### config.mk
export PLATFORM = sky130hd
export DESIGN_NAME = sorted_list_intersection_top
export DESIGN_NICKNAME = d
export VERILOG_FILES = /design/src/rtl/slint_pkg.sv /design/src/rtl/slint_ctrl.sv /design/src/rtl/slint_dp.sv /design/src/rtl/sorted_list_intersection_top.sv
export SDC_FILE = /design/constraint.sdc
export NUM_CORES = 2
export LEC_CHECK = 0
export CAP_MARGIN = 5
export CORE_MARGIN = 4
export CORE_UTILIZATION = 60
export DETAILED_ROUTE_END_ITERATION = 8
export DONT_BUFFER_PORTS = 1
export GPL_ROUTABILITY_DRIVEN = 1
export PLACE_DENSITY_LB_ADDON = 0.05
export SETUP_SLACK_MARGIN = 0.15
export SLEW_MARGIN = 20
export SYNTH_ARGS = -nofsm -noshare
export SYNTH_HDL_FRONTEND = slang
export SYNTH_SLANG_ARGS = --single-unit
export TNS_END_PERCENT = 30
### constraint.sdc
create_clock -name clk -period 5.3 [get_ports clk]
set_clock_uncertainty 0.1 [all_clocks]
set_input_delay 0.795 -clock clk [delete_from_list [all_inputs] [get_ports clk]]
set_output_delay 0.795 -clock clk [all_outputs]
set_load 0.05 [all_outputs]
### src/rtl/slint_pkg.sv
// slint_pkg: shared constants, op codes and controller/datapath bundles
// for the sorted list intersection block. No dependencies.
package slint_pkg;

  localparam int DEPTH        = 32;
  localparam int RESULT_LIMIT = 32;
  localparam int DATA_W       = 32;
  localparam int OP_W         = 2;
  localparam int CNT_W        = $clog2(DEPTH + 1);
  localparam int IDX_W        = (DEPTH > 1) ? $clog2(DEPTH) : 1;
  localparam int MCNT_W       = $clog2(RESULT_LIMIT + 1);

  localparam logic [OP_W-1:0] OP_LOAD_A = 2'd0;
  localparam logic [OP_W-1:0] OP_LOAD_B = 2'd1;
  localparam logic [OP_W-1:0] OP_START  = 2'd2;

  // commands from controller to datapath
  typedef struct packed {
    logic load_a;
    logic load_b;
    logic start;
    logic step;
    logic flush;
  } dp_cmd_t;

  // status from datapath to controller
  typedef struct packed {
    logic done;
    logic eq;
    logic hold_v;
    logic out_free;
  } dp_sts_t;

endpackage

### src/rtl/slint_ctrl.sv
// slint_ctrl: controller state machine for the merge walk.
// Depends on slint_pkg for op codes and the command/status structs.
module slint_ctrl (
  input  logic                        clk,
  input  logic                        rst_n,
  input  logic                        in_valid,
  output logic                        in_ready,
  input  logic [slint_pkg::OP_W-1:0]  in_op,
  input  slint_pkg::dp_sts_t          sts,
  output slint_pkg::dp_cmd_t          cmd
);

  localparam logic [1:0] S_IDLE  = 2'd0;
  localparam logic [1:0] S_WALK  = 2'd1;
  localparam logic [1:0] S_FLUSH = 2'd2;

  logic [1:0] state_r;
  logic [1:0] state_nxt;

  assign in_ready = (state_r == S_IDLE);

  always_comb begin
    state_nxt = state_r;
    cmd       = '0;
    case (state_r)
      S_IDLE: begin
        if (in_valid) begin
          case (in_op)
            slint_pkg::OP_LOAD_A: cmd.load_a = 1'b1;
            slint_pkg::OP_LOAD_B: cmd.load_b = 1'b1;
            slint_pkg::OP_START: begin
              cmd.start = 1'b1;
              state_nxt = S_WALK;
            end
            default: ;
          endcase
        end
      end
      S_WALK: begin
        if (sts.done) begin
          state_nxt = S_FLUSH;
        // a new match must push the held one out; wait for room
        end else if (!(sts.eq && sts.hold_v && !sts.out_free)) begin
          cmd.step = 1'b1;
        end
      end
      S_FLUSH: begin
        if (sts.out_free) begin
          cmd.flush = 1'b1;
          state_nxt = S_IDLE;
        end
      end
      default: state_nxt = S_IDLE;
    endcase
  end

  always_ff @(posedge clk) begin
    if (!rst_n) begin
      state_r <= S_IDLE;
    end else begin
      state_r <= state_nxt;
    end
  end

  a_cmd_onehot: assert property (@(posedge clk) disable iff (!rst_n)
    $onehot0(cmd))
    else $error("more than one datapath command at once");

  a_step_not_done: assert property (@(posedge clk) disable iff (!rst_n)
    cmd.step |-> !sts.done)
    else $error("walk step issued after the walk finished");

  a_start_walks: assert property (@(posedge clk) disable iff (!rst_n)
    cmd.start |=> (state_r == S_WALK))
    else $error("start did not enter the walk");

endmodule

### src/rtl/slint_dp.sv
// slint_dp: datapath with the two list stores, counts, walk indices,
// held match and output register. Depends on slint_pkg.
module slint_dp (
  input  logic                               clk,
  input  logic                               rst_n,
  input  slint_pkg::dp_cmd_t                 cmd,
  output slint_pkg::dp_sts_t                 sts,
  input  logic signed [slint_pkg::DATA_W-1:0] in_elem_value,
  output logic                               out_valid,
  input  logic                               out_ready,
  output logic signed [slint_pkg::DATA_W-1:0] out_common_value,
  output logic                               out_has_value,
  output logic                               out_last
);

  logic [slint_pkg::DATA_W-1:0] mem_a [slint_pkg::DEPTH];
  logic [slint_pkg::DATA_W-1:0] mem_b [slint_pkg::DEPTH];

  logic signed [slint_pkg::DATA_W-1:0] rd_a_r;
  logic signed [slint_pkg::DATA_W-1:0] rd_b_r;

  logic [slint_pkg::CNT_W-1:0]  cnt_a_r, cnt_a_nxt;
  logic [slint_pkg::CNT_W-1:0]  cnt_b_r, cnt_b_nxt;
  logic [slint_pkg::CNT_W-1:0]  ia_r, ia_nxt;
  logic [slint_pkg::CNT_W-1:0]  ib_r, ib_nxt;
  logic [slint_pkg::MCNT_W-1:0] mcnt_r, mcnt_nxt;

  logic signed [slint_pkg::DATA_W-1:0] hold_r, hold_nxt;
  logic                                hold_v_r, hold_v_nxt;

  logic                                out_valid_r, out_valid_nxt;
  logic signed [slint_pkg::DATA_W-1:0] out_value_r, out_value_nxt;
  logic                                out_has_r, out_has_nxt;
  logic                                out_last_r, out_last_nxt;

  logic wr_a;
  logic wr_b;
  logic a_lt_b;
  logic b_lt_a;
  logic out_free;
  logic push_hold;

  assign wr_a     = cmd.load_a && (cnt_a_r < slint_pkg::CNT_W'(slint_pkg::DEPTH));
  assign wr_b     = cmd.load_b && (cnt_b_r < slint_pkg::CNT_W'(slint_pkg::DEPTH));
  assign a_lt_b   = rd_a_r < rd_b_r;
  assign b_lt_a   = rd_b_r < rd_a_r;
  assign out_free = !out_valid_r || out_ready;
  // a new match while one is held sends the held one out, not last
  assign push_hold = cmd.step && !a_lt_b && !b_lt_a && hold_v_r;

  assign sts.done = (ia_r >= cnt_a_r) || (ib_r >= cnt_b_r) ||
                    (mcnt_r == slint_pkg::MCNT_W'(slint_pkg::RESULT_LIMIT));
  assign sts.eq       = !a_lt_b && !b_lt_a;
  assign sts.hold_v   = hold_v_r;
  assign sts.out_free = out_free;

  always_comb begin
    cnt_a_nxt  = cnt_a_r;
    cnt_b_nxt  = cnt_b_r;
    ia_nxt     = ia_r;
    ib_nxt     = ib_r;
    mcnt_nxt   = mcnt_r;
    hold_nxt   = hold_r;
    hold_v_nxt = hold_v_r;
    if (wr_a) begin
      cnt_a_nxt = cnt_a_r + 1'b1;
    end
    if (wr_b) begin
      cnt_b_nxt = cnt_b_r + 1'b1;
    end
    if (cmd.start) begin
      ia_nxt     = '0;
      ib_nxt     = '0;
      mcnt_nxt   = '0;
      hold_v_nxt = 1'b0;
    end else if (cmd.step) begin
      if (a_lt_b) begin
        ia_nxt = ia_r + 1'b1;
      end else if (b_lt_a) begin
        ib_nxt = ib_r + 1'b1;
      end else begin
        ia_nxt     = ia_r + 1'b1;
        ib_nxt     = ib_r + 1'b1;
        mcnt_nxt   = mcnt_r + 1'b1;
        hold_nxt   = rd_a_r;
        hold_v_nxt = 1'b1;
      end
    end
    if (cmd.flush) begin
      cnt_a_nxt  = '0;
      cnt_b_nxt  = '0;
      hold_v_nxt = 1'b0;
    end
  end

  always_comb begin
    out_valid_nxt = out_valid_r;
    out_value_nxt = out_value_r;
    out_has_nxt   = out_has_r;
    out_last_nxt  = out_last_r;
    if (out_ready) begin
      out_valid_nxt = 1'b0;
    end
    if (push_hold) begin
      out_valid_nxt = 1'b1;
      out_value_nxt = hold_r;
      out_has_nxt   = 1'b1;
      out_last_nxt  = 1'b0;
    end else if (cmd.flush) begin
      // final item: held match, or the empty marker
      out_valid_nxt = 1'b1;
      out_value_nxt = hold_v_r ? hold_r : '0;
      out_has_nxt   = hold_v_r;
      out_last_nxt  = 1'b1;
    end
  end

  // stores: read address follows the next index so data lines up with ia_r/ib_r
  always_ff @(posedge clk) begin
    if (wr_a) begin
      mem_a[cnt_a_r[slint_pkg::IDX_W-1:0]] <= in_elem_value;
    end
    if (wr_b) begin
      mem_b[cnt_b_r[slint_pkg::IDX_W-1:0]] <= in_elem_value;
    end
    rd_a_r <= mem_a[ia_nxt[slint_pkg::IDX_W-1:0]];
    rd_b_r <= mem_b[ib_nxt[slint_pkg::IDX_W-1:0]];
  end

  always_ff @(posedge clk) begin
    if (!rst_n) begin
      cnt_a_r     <= '0;
      cnt_b_r     <= '0;
      ia_r        <= '0;
      ib_r        <= '0;
      mcnt_r      <= '0;
      hold_v_r    <= 1'b0;
      out_valid_r <= 1'b0;
    end else begin
      cnt_a_r     <= cnt_a_nxt;
      cnt_b_r     <= cnt_b_nxt;
      ia_r        <= ia_nxt;
      ib_r        <= ib_nxt;
      mcnt_r      <= mcnt_nxt;
      hold_v_r    <= hold_v_nxt;
      out_valid_r <= out_valid_nxt;
    end
  end

  always_ff @(posedge clk) begin
    hold_r      <= hold_nxt;
    out_value_r <= out_value_nxt;
    out_has_r   <= out_has_nxt;
    out_last_r  <= out_last_nxt;
  end

  assign out_valid        = out_valid_r;
  assign out_common_value = out_value_r;
  assign out_has_value    = out_has_r;
  assign out_last         = out_last_r;

  a_cnt_bound: assert property (@(posedge clk) disable iff (!rst_n)
    (cnt_a_r <= slint_pkg::CNT_W'(slint_pkg::DEPTH)) &&
    (cnt_b_r <= slint_pkg::CNT_W'(slint_pkg::DEPTH)))
    else $error("list count beyond store depth");

  a_push_room: assert property (@(posedge clk) disable iff (!rst_n)
    (push_hold || cmd.flush) |-> out_free)
    else $error("item pushed over an untaken result");

  a_flush_clears: assert property (@(posedge clk) disable iff (!rst_n)
    cmd.flush |=> (cnt_a_r == '0) && (cnt_b_r == '0) && !hold_v_r)
    else $error("counts not cleared after a run");

  a_match_bound: assert property (@(posedge clk) disable iff (!rst_n)
    mcnt_r <= slint_pkg::MCNT_W'(slint_pkg::RESULT_LIMIT))
    else $error("match count beyond result limit");

endmodule

### src/rtl/sorted_list_intersection_top.sv
// sorted_list_intersection_top: loads two ascending lists, then emits their
// merge-join intersection. A load item leaves in_ready high.
// Start item: one compare per cycle from the store read ports, except while an
// untaken result blocks the next one; in_ready stays low until the walk ends
// and the final item is pushed. One result per match, else one marker.
// Synchronous active-low reset clears counts, walk state and out_valid;
// store contents are undefined until loaded.
module sorted_list_intersection_top (
  input  logic                                clk,
  input  logic                                rst_n,
  input  logic                                in_valid,
  output logic                                in_ready,
  input  logic [slint_pkg::OP_W-1:0]          in_op,
  input  logic signed [slint_pkg::DATA_W-1:0] in_elem_value,
  output logic                                out_valid,
  input  logic                                out_ready,
  output logic signed [slint_pkg::DATA_W-1:0] out_common_value,
  output logic                                out_has_value,
  output logic                                out_last
);

  slint_pkg::dp_cmd_t cmd;
  slint_pkg::dp_sts_t sts;

  slint_ctrl u_ctrl (
    .clk      (clk),
    .rst_n    (rst_n),
    .in_valid (in_valid),
    .in_ready (in_ready),
    .in_op    (in_op),
    .sts      (sts),
    .cmd      (cmd)
  );

  slint_dp u_dp (
    .clk              (clk),
    .rst_n            (rst_n),
    .cmd              (cmd),
    .sts              (sts),
    .in_elem_value    (in_elem_value),
    .out_valid        (out_valid),
    .out_ready        (out_ready),
    .out_common_value (out_common_value),
    .out_has_value    (out_has_value),
    .out_last         (out_last)
  );

endmodule
==> results_dict.tcl <==
set metrics [dict create \
    outcome "completed" \
    critPathKind "flip-flop to flip-flop" \
    yosys_most_used_dff "edfxtp_1" \
    cts_buffer_depth 3 \
    clk-insertion-delay-late_ps 850 \
    final.fill_count 9410 \
    grt_max_degree 108 \
    initial_core_util_pct 60.39 \
    critPathSlowestCell "nor2_4" \
    final.setup.worst_slack_ps 296.1 \
    hp-class "primary input to flip-flop" \
    syn_nets 5880 \
    clk_pin_slew_worst_paths_ps 60 \
    fmax_ghz 0.1998 \
    antenna_found_initial 15 \
    ios 74 \
    seqPwrFrac_pct 54.8 \
    yosys-mux-area-fraction_pct 3.132 \
    grt_pass1_vias 49730 \
    power.switching_w 0.006924 \
    yosys.area_share.simple_pct 7.476 \
    hold_viol_final 0 \
    syn_avg_cell_area_sq_um 14.76 \
    path_buf_inv 2 \
    cp_max_fo 16 \
    routed_wirelength_mm 248.1 \
    h-tree-depth 4 \
    ys.warnings.count 0 \
    wl_per_cell_microns 30.97 \
    grt_pass1_wl_mm 353.6 \
    synthCells 5786 \
    setup_violations 0 \
    synth_compound_area_share_pct 9.565 \
    comb_power_share_pct 1.6 \
    worstPathRequired_ps 5880 \
    synth-edff-count 2112 \
    drt_iter0_markers 8136 \
    dr.pass1.iters 6 \
    ys_seq_area_share_pct 76.60 \
    path_cells "inv_1, ha_1, a21o_1, a31oi_1, o21ai_0, a21oi_4, nand3_1, o211a_2, nor2_4, buf_4, nand2_1, a22oi_1, o22ai_1, nor4_4" \
    synth_seq_cells 2212 \
    die_h_microns 385.3 \
    cp-start-kind "flip-flop" \
    crit_family "compound AO/OA/AOI/OAI gates" \
    final_antenna_net_count 0 \
    nNetsFinal 6023 \
    peakVddDrop_mv 0.2931 \
    die_w_microns 385.3 \
    slew_headroom_pct 20.72 \
    leakagePower_nw 33.81 \
    cts-root-buf "clkbuf_16" \
    ys_async_sr_fraction_pct 0 \
    synth_top_family_by_area "compound AO/OA/AOI/OAI gates" \
    power_frac_clock_pct 43.6 \
    cts_made_buffers 214 \
    synth_area_leaders "edfxtp_1 (74%), nand2_1 (4.7%), mux2i_1 (3.1%)" \
    drc 0 \
    synth_top_cell_by_area "edfxtp_1" \
    min_period_ps 5004 \
    yosys.area_share.xor_xnor_pct 0.1538 \
    multi_input_area_sq_um 19000 \
    dp_slack_ps -105.6 \
    dpl_cell_area_sq_um 89250 \
    drt-vias-per-instance 6.626 \
    core_area_sq_um 141400 \
    synth_area_sq_um 85410 \
    cts_tree "done" \
    synth_cell_type_count 64 \
    cts.sinks 2212 \
    dpl.hpwl_mm 142.9 \
    crit_path_max_incr_delay_ps 560 \
    grtUsageTotal_pct 33.23 \
    cp-end-kind "flip-flop" \
    post-route-util_pct 69.06 \
    gp_congestion 0.8867 \
    cap_violations 0 \
    maxSlewViolCount 0 \
    synth.top_cell.area_share_pct 74.26 \
    vias 53080 \
    power.density_nw_per_um2 358.1 \
    overflow 0 \
    design_area_sq_um 97660 \
    rsz0062_at_grt "yes" \
    drive_above_1_share_pct 11.80 \
    p_int_w 0.02805 \
    synth_common_cells "edfxtp_1 (2,112), nand2_1 (1,060), a21oi_1 (529), mux2i_1 (265), clkbuf_1 (204)" \
    rows 138 \
    setup_tns_ps 0 \
    die-area_sq_um 148400 \
    switching_share_pct 19.80 \
    post-route-period-util_pct 94.41 \
    area_growth_pct 14.35 \
    synth_most_common_cell "edfxtp_1" \
    tightest_slew_ps 1186 \
    regArea_sq_um 65420 \
    io_buffers 0 \
    synth_fa_ha_area_share_pct 0.8204 \
    critPathArrivalTime_ps 5580 \
]
[placed cells by master (no fill, tap or decap), drive strengths merged, types with 56 or more instances in the layout]
master	count
inv	90
ha	56
clkbuf	277
nor2	109
a22oi	192
a31oi	65
a32oi	128
nand2	1062
buf	283
edfxtp	2112
dfxtp	100
nand3	98
o22ai	193
nor4	99
clkinv	94
mux2i	265
a21oi	530
[routing by layer]
metal | part of all wire, % | track usage (%) | vias to the layer above
li1 | - | - | 22580
met5 | 0.017 | 0 | -
met4 | 3.2 | 10.31 | 6
met3 | 14 | 9.607 | 415
met1 | 41 | 50.51 | 26770
met2 | 43 | 46.87 | 3317
[stage by stage]
step / hold slack, ps / power, W / std cells
floorplan: 308.2 / 0.01963 / 5786
global placement: 320.5 / 0.01970 / 7547
detailed placement: 323.6 / 0.01970 / 7549
CTS: 0.1535 / 0.03504 / 7998
global route: 3.570 / 0.03585 / 8007
finish: 75.05 / 0.03497 / 8011
[power groups by stage]
stage          Sequential (W)  Combinational [W]  Clock (W)
2_1_floorplan          0.0195          0.0000864          0
3_3_place_gp           0.0195           0.000156          0
3_5_place_dp           0.0195           0.000157          0
4_1_cts                0.0192           0.000534     0.0153
5_1_grt                0.0192           0.000574     0.0161
6_report               0.0192           0.000550     0.0152
[worst reg2reg max path, delay by kind of cell (launching register included)]
family / cells / cell delay [ps]
compound gates: 7 / 1940
fa+ha+maj: 1 / 320
buf+inv: 2 / 520
flops: 1 / 460
simple gates: 4 / 1490
[registers in the layout, summed over array words and instances (netlist names), 2 cells and up]
signal / cells
u_ctrl.state_r: 2
u_dp.cnt_a_r: 6
u_dp.cnt_b_r: 6
u_dp.hold_r: 32
u_dp.ia_r: 6
u_dp.ib_r: 6
u_dp.mcnt_r: 6
u_dp.mem_a: 1024
u_dp.mem_b: 1024
u_dp.out_common_value: 32
u_dp.rd_a_r: 32
u_dp.rd_b_r: 32
[logic make-up (layout without fill, tap and decap cells)]
kind of cell / after synthesis / count (layout)
XOR/XNOR: 15 / 15
AO/OA/AOI/OAI: 1285 / 1285
multiplexers: 267 / 267
other: 0 / 4
buffers and inverters: 449 / 779
adder cells (fa/ha/maj): 56 / 56
flip-flops: 2212 / 2212
AND/OR/NAND/NOR: 1502 / 1503
[cell type report]
cell class / instances / area share, %
diodes: 4 / 0.01025
clock buffers: 277 / 5.970
clock inverters: 127 / 1.229
inverters: 84 / 0.3229
multi-input cells: 3126 / 19.45
flip-flops and latches: 2212 / 66.99
well taps: 1890 / 2.421
repair buffers: 291 / 3.606
[what timing repair did]
action,CTS,global route
cloned,0,1
pin swaps,0,5
setup endpoints to repair,12,33
setup buffers,0,5
hold endpoints to repair,1799,0
hold buffers,45,0
gates resized for setup,3,37
[worst paths after layout]
kind	start	end	slack [ps]	cells past startpoint
worst max-delay path	u_dp.cnt_a_r[2]$_SDFFE_PP0P_	u_dp.rd_b_r[29]$_DFF_P_	300	14
worst min-delay path	in_elem_value[11]	u_dp.mem_b[6][11]$_DFFE_PP_	80	0
worst max register to register	u_dp.cnt_a_r[2]$_SDFFE_PP0P_	u_dp.rd_b_r[29]$_DFF_P_	300	14
worst min register to register	u_dp.rd_a_r[24]$_DFF_P_	u_dp.hold_r[24]$_DFFE_PP_	340	0
Power figures use the tool's default switching activity.
